==> config.mk <==
export PLATFORM = sky130hd
export DESIGN_NAME = midi_receive_queue_overwrite_top
export DESIGN_NICKNAME = d
export VERILOG_FILES = /design/src/hw/rtl/mrq_pkg.sv /design/src/hw/rtl/mrq_ctrl.sv /design/src/hw/rtl/mrq_datapath.sv /design/src/hw/rtl/midi_receive_queue_overwrite_top.sv
export SDC_FILE = /design/constraint.sdc
export NUM_CORES = 2
export LEC_CHECK = 0
export BUFFER_PORTS_ARGS = -buffer_cell sky130_fd_sc_hd__buf_4
export CORE_MARGIN = 10
export CORE_UTILIZATION = 45
export CTS_CLUSTER_DIAMETER = 30
export CTS_CLUSTER_SIZE = 25
export DETAILED_ROUTE_END_ITERATION = 10
export GPL_ROUTABILITY_DRIVEN = 1
export MAX_ROUTING_LAYER = met4
export PLACE_DENSITY = 0.57
export SETUP_SLACK_MARGIN = 0.15
export SYNTH_ARGS = -nofsm -noshare
export SYNTH_HDL_FRONTEND = slang
export SYNTH_SLANG_ARGS = --single-unit
==> constraint.sdc <==
create_clock -name aclk -period 3.6 [get_ports aclk]
set_clock_uncertainty 0.15 [all_clocks]
set_input_delay 0 -clock aclk [delete_from_list [all_inputs] [get_ports aclk]]
set_output_delay 0 -clock aclk [all_outputs]
set_load 0.03 [all_outputs]
==> src/hw/rtl/mrq_pkg.sv <==
`timescale 1ns / 1ps

package mrq_pkg;

    localparam logic [7:0] ACTIVE_SENSE = 8'hFE;
    localparam int unsigned FILL_W = 10;

    typedef enum logic [2:0] {
        ST_STORED     = 3'd0,
        ST_OVERWRITE  = 3'd1,
        ST_SENSE_DROP = 3'd2,
        ST_READ_OK    = 3'd3,
        ST_READ_EMPTY = 3'd4
    } rsp_status_t;

    typedef enum logic {
        REQ_RX   = 1'b0,
        REQ_READ = 1'b1
    } req_t;

    typedef enum logic {
        S_IDLE    = 1'b0,
        S_RD_WAIT = 1'b1
    } ctrl_state_t;

    typedef struct packed {
        logic accept;
        logic load_rd;
    } ctrl_cmd_t;

    typedef struct packed {
        logic read_ok;
    } dp_sts_t;

endpackage

==> src/hw/rtl/mrq_ctrl.sv <==
`timescale 1ns / 1ps

module mrq_ctrl (
    input  logic                aclk,
    input  logic                aresetn,
    input  logic                s_tvalid,
    output logic                s_tready,
    output logic                m_tvalid,
    input  logic                m_tready,
    input  mrq_pkg::dp_sts_t    sts,
    output mrq_pkg::ctrl_cmd_t  cmd
);

    mrq_pkg::ctrl_state_t state_reg, state_next;
    logic                 m_valid_reg, m_valid_next;
    logic                 accept;

    assign m_tvalid = m_valid_reg;

    always_comb begin
        s_tready    = (state_reg == mrq_pkg::S_IDLE) && (!m_valid_reg || m_tready);
        accept      = s_tvalid && s_tready;
        cmd.accept  = accept;
        cmd.load_rd = (state_reg == mrq_pkg::S_RD_WAIT);
    end

    always_comb begin
        state_next = state_reg;
        case (state_reg)
            mrq_pkg::S_IDLE: begin
                if (accept && sts.read_ok) begin
                    state_next = mrq_pkg::S_RD_WAIT;
                end
            end
            mrq_pkg::S_RD_WAIT: begin
                state_next = mrq_pkg::S_IDLE;
            end
            default: begin
                state_next = mrq_pkg::S_IDLE;
            end
        endcase
    end

    always_comb begin
        m_valid_next = m_valid_reg;
        if (accept) begin
            m_valid_next = !sts.read_ok;
        end else if (state_reg == mrq_pkg::S_RD_WAIT) begin
            m_valid_next = 1'b1;
        end else if (m_tready) begin
            m_valid_next = 1'b0;
        end
    end

    always_ff @(posedge aclk) begin
        if (!aresetn) begin
            state_reg   <= mrq_pkg::S_IDLE;
            m_valid_reg <= 1'b0;
        end else begin
            state_reg   <= state_next;
            m_valid_reg <= m_valid_next;
        end
    end

`ifndef NO_ASSERTIONS
    a_rd_wait_one_cycle: assert property (@(posedge aclk) disable iff (!aresetn)
        state_reg == mrq_pkg::S_RD_WAIT |=> state_reg == mrq_pkg::S_IDLE && m_valid_reg)
        else $error("read wait did not complete in one cycle");

    a_read_holds_output: assert property (@(posedge aclk) disable iff (!aresetn)
        accept && sts.read_ok |=> state_reg == mrq_pkg::S_RD_WAIT && !m_valid_reg)
        else $error("read accepted without entering read wait");

    a_no_accept_while_waiting: assert property (@(posedge aclk) disable iff (!aresetn)
        state_reg == mrq_pkg::S_RD_WAIT |-> !cmd.accept)
        else $error("item accepted during read wait");
`endif

endmodule

==> src/hw/rtl/mrq_datapath.sv <==
`timescale 1ns / 1ps

module mrq_datapath #(
    parameter int unsigned DEPTH = 512
) (
    input  logic                        aclk,
    input  logic                        aresetn,
    input  mrq_pkg::ctrl_cmd_t          cmd,
    output mrq_pkg::dp_sts_t            sts,
    input  logic                        req_type,
    input  logic [7:0]                  rx_byte,
    output logic [2:0]                  status,
    output logic [7:0]                  read_byte,
    output logic [mrq_pkg::FILL_W-1:0]  fill_level
);

    localparam int unsigned PTR_W = (DEPTH > 1) ? $clog2(DEPTH) : 1;
    localparam int unsigned CNT_W = $clog2(DEPTH + 1);
    localparam logic [PTR_W-1:0] PTR_LAST = PTR_W'(DEPTH - 1);
    localparam logic [CNT_W-1:0] CNT_FULL = CNT_W'(DEPTH);

    logic [7:0] mem [DEPTH];

    logic [PTR_W-1:0] rd_ptr_reg, rd_ptr_next;
    logic [PTR_W-1:0] wr_ptr_reg, wr_ptr_next;
    logic [CNT_W-1:0] count_reg, count_next;
    logic [7:0]       rd_data_reg;

    mrq_pkg::rsp_status_t         status_reg;
    logic [7:0]                   byte_reg;
    logic [mrq_pkg::FILL_W-1:0]   fill_reg;

    mrq_pkg::rsp_status_t         code;
    logic                         full;
    logic                         empty;
    logic                         do_write;
    logic [mrq_pkg::FILL_W+CNT_W-1:0] fill_ext;

    function automatic logic [PTR_W-1:0] bump(input logic [PTR_W-1:0] p);
        bump = (p == PTR_LAST) ? '0 : p + PTR_W'(1);
    endfunction

    assign full       = (count_reg == CNT_FULL);
    assign empty      = (count_reg == '0);
    assign status     = status_reg;
    assign read_byte  = byte_reg;
    assign fill_level = fill_reg;

    always_comb begin
        if (mrq_pkg::req_t'(req_type) == mrq_pkg::REQ_RX) begin
            if (!full) begin
                code = mrq_pkg::ST_STORED;
            end else if (rx_byte != mrq_pkg::ACTIVE_SENSE) begin
                code = mrq_pkg::ST_OVERWRITE;
            end else begin
                code = mrq_pkg::ST_SENSE_DROP;
            end
        end else begin
            code = empty ? mrq_pkg::ST_READ_EMPTY : mrq_pkg::ST_READ_OK;
        end
        sts.read_ok = (code == mrq_pkg::ST_READ_OK);
        do_write    = cmd.accept &&
                      (code == mrq_pkg::ST_STORED || code == mrq_pkg::ST_OVERWRITE);
    end

    always_comb begin
        rd_ptr_next = rd_ptr_reg;
        wr_ptr_next = wr_ptr_reg;
        count_next  = count_reg;
        if (cmd.accept) begin
            case (code)
                mrq_pkg::ST_STORED: begin
                    wr_ptr_next = bump(wr_ptr_reg);
                    count_next  = count_reg + CNT_W'(1);
                end
                mrq_pkg::ST_OVERWRITE: begin
                    wr_ptr_next = bump(wr_ptr_reg);
                    rd_ptr_next = bump(rd_ptr_reg);
                end
                mrq_pkg::ST_READ_OK: begin
                    rd_ptr_next = bump(rd_ptr_reg);
                    count_next  = count_reg - CNT_W'(1);
                end
                default: begin
                end
            endcase
        end
        fill_ext = {{mrq_pkg::FILL_W{1'b0}}, count_next};
    end

    always_ff @(posedge aclk) begin
        if (!aresetn) begin
            rd_ptr_reg <= '0;
            wr_ptr_reg <= '0;
            count_reg  <= '0;
        end else begin
            rd_ptr_reg <= rd_ptr_next;
            wr_ptr_reg <= wr_ptr_next;
            count_reg  <= count_next;
        end
    end

    always_ff @(posedge aclk) begin
        if (do_write) begin
            mem[wr_ptr_reg] <= rx_byte;
        end
        if (cmd.accept && sts.read_ok) begin
            rd_data_reg <= mem[rd_ptr_reg];
        end
    end

    always_ff @(posedge aclk) begin
        if (cmd.accept) begin
            status_reg <= code;
            byte_reg   <= '0;
            fill_reg   <= fill_ext[mrq_pkg::FILL_W-1:0];
        end else if (cmd.load_rd) begin
            byte_reg   <= rd_data_reg;
        end
    end

`ifndef NO_ASSERTIONS
    logic [CNT_W:0] chk_sum;
    logic [CNT_W:0] chk_wrap;
    assign chk_sum  = (CNT_W + 1)'(rd_ptr_reg) + (CNT_W + 1)'(count_reg);
    assign chk_wrap = (chk_sum >= (CNT_W + 1)'(DEPTH)) ? chk_sum - (CNT_W + 1)'(DEPTH)
                                                       : chk_sum;

    a_count_bounded: assert property (@(posedge aclk) disable iff (!aresetn)
        count_reg <= CNT_FULL)
        else $error("fill count beyond depth");

    a_pointers_consistent: assert property (@(posedge aclk) disable iff (!aresetn)
        chk_wrap == (CNT_W + 1)'(wr_ptr_reg))
        else $error("pointers disagree with fill count");

    a_overwrite_keeps_full: assert property (@(posedge aclk) disable iff (!aresetn)
        cmd.accept && code == mrq_pkg::ST_OVERWRITE |=> full)
        else $error("overwrite left the queue short of full");
`endif

endmodule

==> src/hw/rtl/midi_receive_queue_overwrite_top.sv <==
`timescale 1ns / 1ps

// channel | dir | tdata                              | tuser
// s_      | in  | [7:0] rx_byte                      | [0] req_type
// m_      | out | [7:0] read_byte, [17:8] fill_level | [2:0] status
//
// A received byte or an empty read goes straight to the result register; a
// successful read first passes the registered read port of the byte store.
// The result register frees the input side as soon as the result is taken.
// aresetn (synchronous) clears pointers, count and handshake state; the
// byte store is not cleared, so no clearing pass is needed.

module midi_receive_queue_overwrite_top #(
    parameter int unsigned DEPTH = 512
) (
    input  logic        aclk,
    input  logic        aresetn,
    input  logic        s_tvalid,
    output logic        s_tready,
    input  logic [7:0]  s_tdata,   // [7:0] rx_byte
    input  logic        s_tuser,   // [0] req_type
    output logic        m_tvalid,
    input  logic        m_tready,
    output logic [23:0] m_tdata,   // [7:0] read_byte, [17:8] fill_level, zero above
    output logic [2:0]  m_tuser    // [2:0] status
);

    mrq_pkg::ctrl_cmd_t          cmd;
    mrq_pkg::dp_sts_t            sts;
    logic [7:0]                  read_byte;
    logic [mrq_pkg::FILL_W-1:0]  fill_level;

    mrq_ctrl u_ctrl (
        .aclk     (aclk),
        .aresetn  (aresetn),
        .s_tvalid (s_tvalid),
        .s_tready (s_tready),
        .m_tvalid (m_tvalid),
        .m_tready (m_tready),
        .sts      (sts),
        .cmd      (cmd)
    );

    mrq_datapath #(
        .DEPTH (DEPTH)
    ) u_datapath (
        .aclk       (aclk),
        .aresetn    (aresetn),
        .cmd        (cmd),
        .sts        (sts),
        .req_type   (s_tuser),
        .rx_byte    (s_tdata),
        .status     (m_tuser),
        .read_byte  (read_byte),
        .fill_level (fill_level)
    );

    assign m_tdata = {6'd0, fill_level, read_byte};

endmodule
# == Word level (Yosys, flattened, before mapping) ==
# Memory sizes are Yosys's and may differ from the RTL's. A register that Yosys moved wholly into a read port is not among the register bits.
# Cells that the tools add are included.
# Widths: inputs -> output; s select.
# totals
output_inout_bits,29
mem_count,1
regBits,51
ram_bits,4096
rom_bits,0
wordCells,50
latchBits,0
# mem_list
memory,words,word_bits,read_ports,rd_clocked_by_memory_dff,write_ports,line_no,rtl
u_datapath.mem,512,8,1,1,1,mrq_datapath.sv:22,logic [7:0] mem [DEPTH];
# classes
muxes,15
n_eq_ne,6
add_sub_neg,4
shift,0
reduce_logical,15
div,0
n_bitwise,1
mul,0
magnitude_cmp,0
# op_table
operator,count
$pmux 10 s2,1
$add 9x1->9 const B,2
$eq 9x9->1 const B,2
$mux 9,2
$add 10x1->10 const B,1
$eq 10x10->1 const B,1
$logic_not 10->1,1
$mux 10,1
$sub 10x1->10 const B,1
$mux 3,3
$ne 8x8->1 const B,1
$mux 1,6
$logic_and 1x1->1,4
$reduce_and 2->1,2
$reduce_or 2->1,2
$eq 3x1->1 const B,1
$eq 3x2->1 const B,1
$logic_not 3->1,1
$reduce_bool 3->1,1
$logic_not 1->1,2
$logic_or 1x1->1,2
$mux 2,1
$pmux 1 s2,1
$not 1->1,1

# == Logic depth before layout (Yosys ltp) ==
# depth
word_depth,9
mapped_depth,13
depth_no_buf,12

# == Modules after synthesis ==
# Synthesis repeated with hierarchy kept, for this count alone.
# unflattened
hier_cells,7832
hier_area_um2,162056.7
# modules_own_cells
mod,cells_per_inst,area_each_um2,n_inst
mrq_datapath,7814,161894.0,1
mrq_ctrl,11,113.9,1
midi_receive_queue_overwrite_top,7,48.8,1

# == Least setup slack after synthesis ==
# No wires, ideal clock.
# synth_timing
path_kind,flip-flop to flip-flop
start,register u_datapath.count_reg[3]
end,"register u_datapath.fill_reg, in the netlist u_datapath.fill_level[9], data pin"
n_path_buf,0
stages_incl_launch_ff,13
t_arrival_ns,2.842
slack_ns,0.351
setup_time_ns,0.258
path_cell_list,dfxtp_1 > nor4_1 > nand3_1 > o21ai_0 > inv_1 > ha_1 > a21o_1 > a211oi_1 > o21ai_0 > a41oi_1 > mux2i_1 > a21oi_1 > nor2_1
# synth_between
elab_chain_cells,6
elab_cells_between_ends,11
classes_between,2 x add/sub; 2 x eq/ne; 5 x mux; 2 x reduce/logical
# synth_rtl
element,line_no,rtl
start: declaration,mrq_datapath.sv:26,"logic [CNT_W-1:0] count_reg, count_next;"
start signal: assignment,mrq_datapath.sv:99,count_reg <= count_next;
$eq 10x10->1 or $logic_not 10->1 (tied branches),"mrq_datapath.sv:43, mrq_datapath.sv:44",
$mux 3 (on tied branches),"mrq_datapath.sv:51, mrq_datapath.sv:59",
$mux 3,mrq_datapath.sv:50,if (mrq_pkg::req_t'(req_type) == mrq_pkg::REQ_RX) begin
$eq 3x2->1 or $logic_not 3->1 (tied branches),mrq_datapath.sv:71,case (code)
$pmux 10 s2 (*),mrq_datapath.sv:71,
$mux 10 (*),mrq_datapath.sv:70,if (cmd.accept) begin
via u_datapath.count_next[9],mrq_datapath.sv:26,
end signal: assignment,mrq_datapath.sv:116,fill_reg <= fill_ext[mrq_pkg::FILL_W-1:0];
end: declaration,mrq_datapath.sv:31,logic [mrq_pkg::FILL_W-1:0] fill_reg;
# Mark *: on every way through the listed nets, which the timed path passes. The rest lies on a longest branch.
# A chain may end at the register's enable or synchronous reset.

==> impl_metrics.ini <==
[status]
outcome = complete, but fails checks
failed_checks = max-slew violations, negative setup slack

[clock_network]
root_buffer = clkbuf_16
clkTransAtPathRegs_ns = 0.05
cts_buffer_depth = 4
clock-sinks = 4155
cts_tree = yes
numCtsBuffers = 758
cts_htree_levels = 6
clk-insertion-delay-late_ns = 1.06

[critical_path]
cp-start-kind = flip-flop
cp-end-kind = flip-flop
setup.worst_path.end = u_datapath.rd_data_reg[7]
critPathArrivalTime_ns = 4.37
r2r_start = u_datapath.rd_ptr_reg[0]
crit_type = reg2reg
critPathMaxFanout = 13
worst_r2r_endpoint = u_datapath.rd_data_reg[7]
critPathRequiredTime_ns = 4.21
worstSetupStartpoint = u_datapath.rd_ptr_reg[0]
r2r_cells = 8
r2r_setup_slack_ns = -0.16

[logic_synthesis]
synth_fa_ha_area_share_pct = 0.128
synth_top_family_by_area = multiplexers
synthMuxAreaShare_pct = 15.0
yosysUniqueCellTypes = 99
ys.flop_type = edfxtp_1
synthArstFlopShare_pct = 0
synth_edf_count = 4117
synth_compound_area_share_pct = 3.35
synth_xor_area_share_pct = 0.102
synth_common_cells = edfxtp_1, mux4_2, nor2_1, mux2i_1, nand2_1
avgSynthCellArea_um2 = 20.8
synth.top_cell.area_share_pct = 76.1
synthesis.area_um2 = 163000
synth-seq-area-share_pct = 76.5
ys_warn_count = 0
synthCells = 7831
yosys.area.top_type = edfxtp_1
ys_seq_elements = 4155
synth_most_common_cell = edfxtp_1
ys_top_cells_by_area = edfxtp_1, mux4_2, mux2i_1, nor2_1, mux4_1
synth-simple-area-share_pct = 2.76

[floorplan]
core.rowCount = 220
core_um2 = 359000
start_util_pct = 45.2
ios = 42
die_w_um = 621
die_area_um2 = 386000
die_h_um = 621

[detailed_routing]
drc = 0
detail-route-antenna-nets = 0
vias = 91600
first_pass_iters = 6
vias_per_cell = 6.06
drt_wl_total_mm = 514
dr.first_iter.drc_count = 12200
routedWlPerCell_um = 34.0

[finish]
largest_reg_flops = 4096
fin_area_um2 = 208000
nNetsFinal = 9705
areaGrowthSynthToFinish_pct = 27.9
num-fill-cells = 26200
layout-drive-gt1-share_pct = 37.4

[placement]
dp_hpwl_mm = 317
dpl_cell_area_um2 = 178000
gp_congestion = 0.900
io_buffer_count = 35

[timing]
relSlewSlack_pct = -1.46
postLayoutSetupSlackWorst_ns = -0.157
slew_viol_final = 6
worst_pin_slew_ns = 1.52
finalSetupViolations = 5
holdWs_ns = 0.0514
period_needed_ns = 3.76
hold_viol = 0
fmax_mhz = 266
rsz0062_at_grt = true
fin_crit_sh_pct = 104

[power]
p_leak_nw = 68.9
vdd_ir_drop_max_v = 0.000509
finalPower_w = 0.148
powerDensity_nw_per_um2 = 712

[global_route]
grt_pass1_vias = 91400
grt_pass1_wl_mm = 713
grt_antenna_before_repair = 33
grt_max_degree = 194
grt_usage_pct = 26.8
grt_overflow = 0

[min_path]
hp-class = in2reg

[job]
maxCapViolCount = 0
power breakdown:
group,total (W),leakage [nW],internal [W],switching (W)
clock network,0.0726,12.7,0.0474,0.0252
registers,0.0538,37.3,0.0536,0.000203
logic,0.0216,19.0,0.0106,0.0110
total,0.148,68.9,0.112,0.0364
logic make-up after synthesis:
kind of cell / count (synthesis)
simple gates: 1064
fa+ha+maj: 16
compound gates: 770
other cells: 1
buf+inv: 516
flops: 4155
mux: 1290
xor+xnor: 19
worst min-delay path by stage:
stage	from	endpoint	slack, ns	cells after the start
2_1_floorplan	s_tdata[0]	u_datapath.mem[0][0]	-0.05	0
3_5_place_dp	s_tdata[6]	u_datapath.mem[82][6]	0.13	1
6_report	s_tdata[7]	u_datapath.mem[83][7]	0.05	3
4_1_cts	s_tuser	u_datapath.fill_level[9]	0.001	5
5_1_grt	s_tdata[7]	u_datapath.mem[83][7]	0.05	3
3_3_place_gp	s_tvalid	u_ctrl.m_tvalid	0.13	3
worst max-delay path, stage by stage, from the launching register on:
cell and delay (ns):
dfxtp_4 0.38, buf_12 0.17, buf_16 0.16, buf_4 0.14
buf_8 0.18, mux4_1 0.58, mux4_2 0.56, o211ai_1 0.88
a32oi_1 0.21
routing by layer:
layer / vias to the layer above / global-route usage [%] / share of wire (%) / routed length [um]
met5: - / - / 0 / 0
met4: 0 / 9.98 / 4.3 / 22200
met3: 1022 / 5.46 / 9.9 / 50800
met2: 5261 / 40.1 / 46 / 237000
met1: 48700 / 36.8 / 40 / 203000
li1: 36700 / - / - / -
layout by cell type (no fill, tap or decap), types with 21 or more instances in the layout:
cell type / count
o221ai_1: 52
buf_6: 34
mux4_2: 823
o21ai_1: 23
nand3_1: 62
a21oi_1: 145
dlygate4sd3_1: 21
clkinv_2: 107
buf_16: 35
clkinv_1: 107
a211oi_1: 26
a22o_1: 27
dfxtp_1: 31
inv_6: 49
edfxtp_1: 4117
nor2_1: 597
mux4_1: 66
buf_4: 1311
bufinv_16: 114
mux2i_1: 352
mux2_2: 45
clkbuf_1: 87
clkbuf_16: 770
clkinv_4: 57
clkinvlp_4: 78
nand2_1: 220
a22oi_1: 82
o22ai_1: 60
buf_12: 146
a221oi_1: 63
o21ai_0: 64
what timing repair did:
item / CTS / global route
gates cloned: 17 / 7
buffers inserted: 80 / 56
endpoints found under the hold margin: 2217 / 0
hold buffers: 21 / 0
endpoints found under the setup margin: 12 / 27
pin swaps: 33 / 38
gates resized for setup: 172 / 135
cell type report:
class	instances	area, um^2	area share [%]
antenna	14	35.0	0.0169
clock buffer	852	19400	9.36
clock inverter	569	6980	3.36
inverter	17	80.1	0.0385
multi-input combinational	3165	35900	17.3
sequential	4155	124000	59.9
tap	4773	5970	2.87
timing repair buffer	1579	15100	7.25
per-stage QoR:
step	utilization (%)	setup WS [ns]	cells	setup TNS (ns)
after global placement	49.5	-1.12	13500	-4.42
final	57.8	-0.157	15100	-0.467
after global routing	57.8	-0.110	15100	-0.295
after floorplan	-	0.351	7836	0
after CTS	57.4	-0.0372	15000	-0.108
after detailed placement	49.5	-1.02	13500	-4.54
Note: power is estimated with default switching activity, not from simulation.
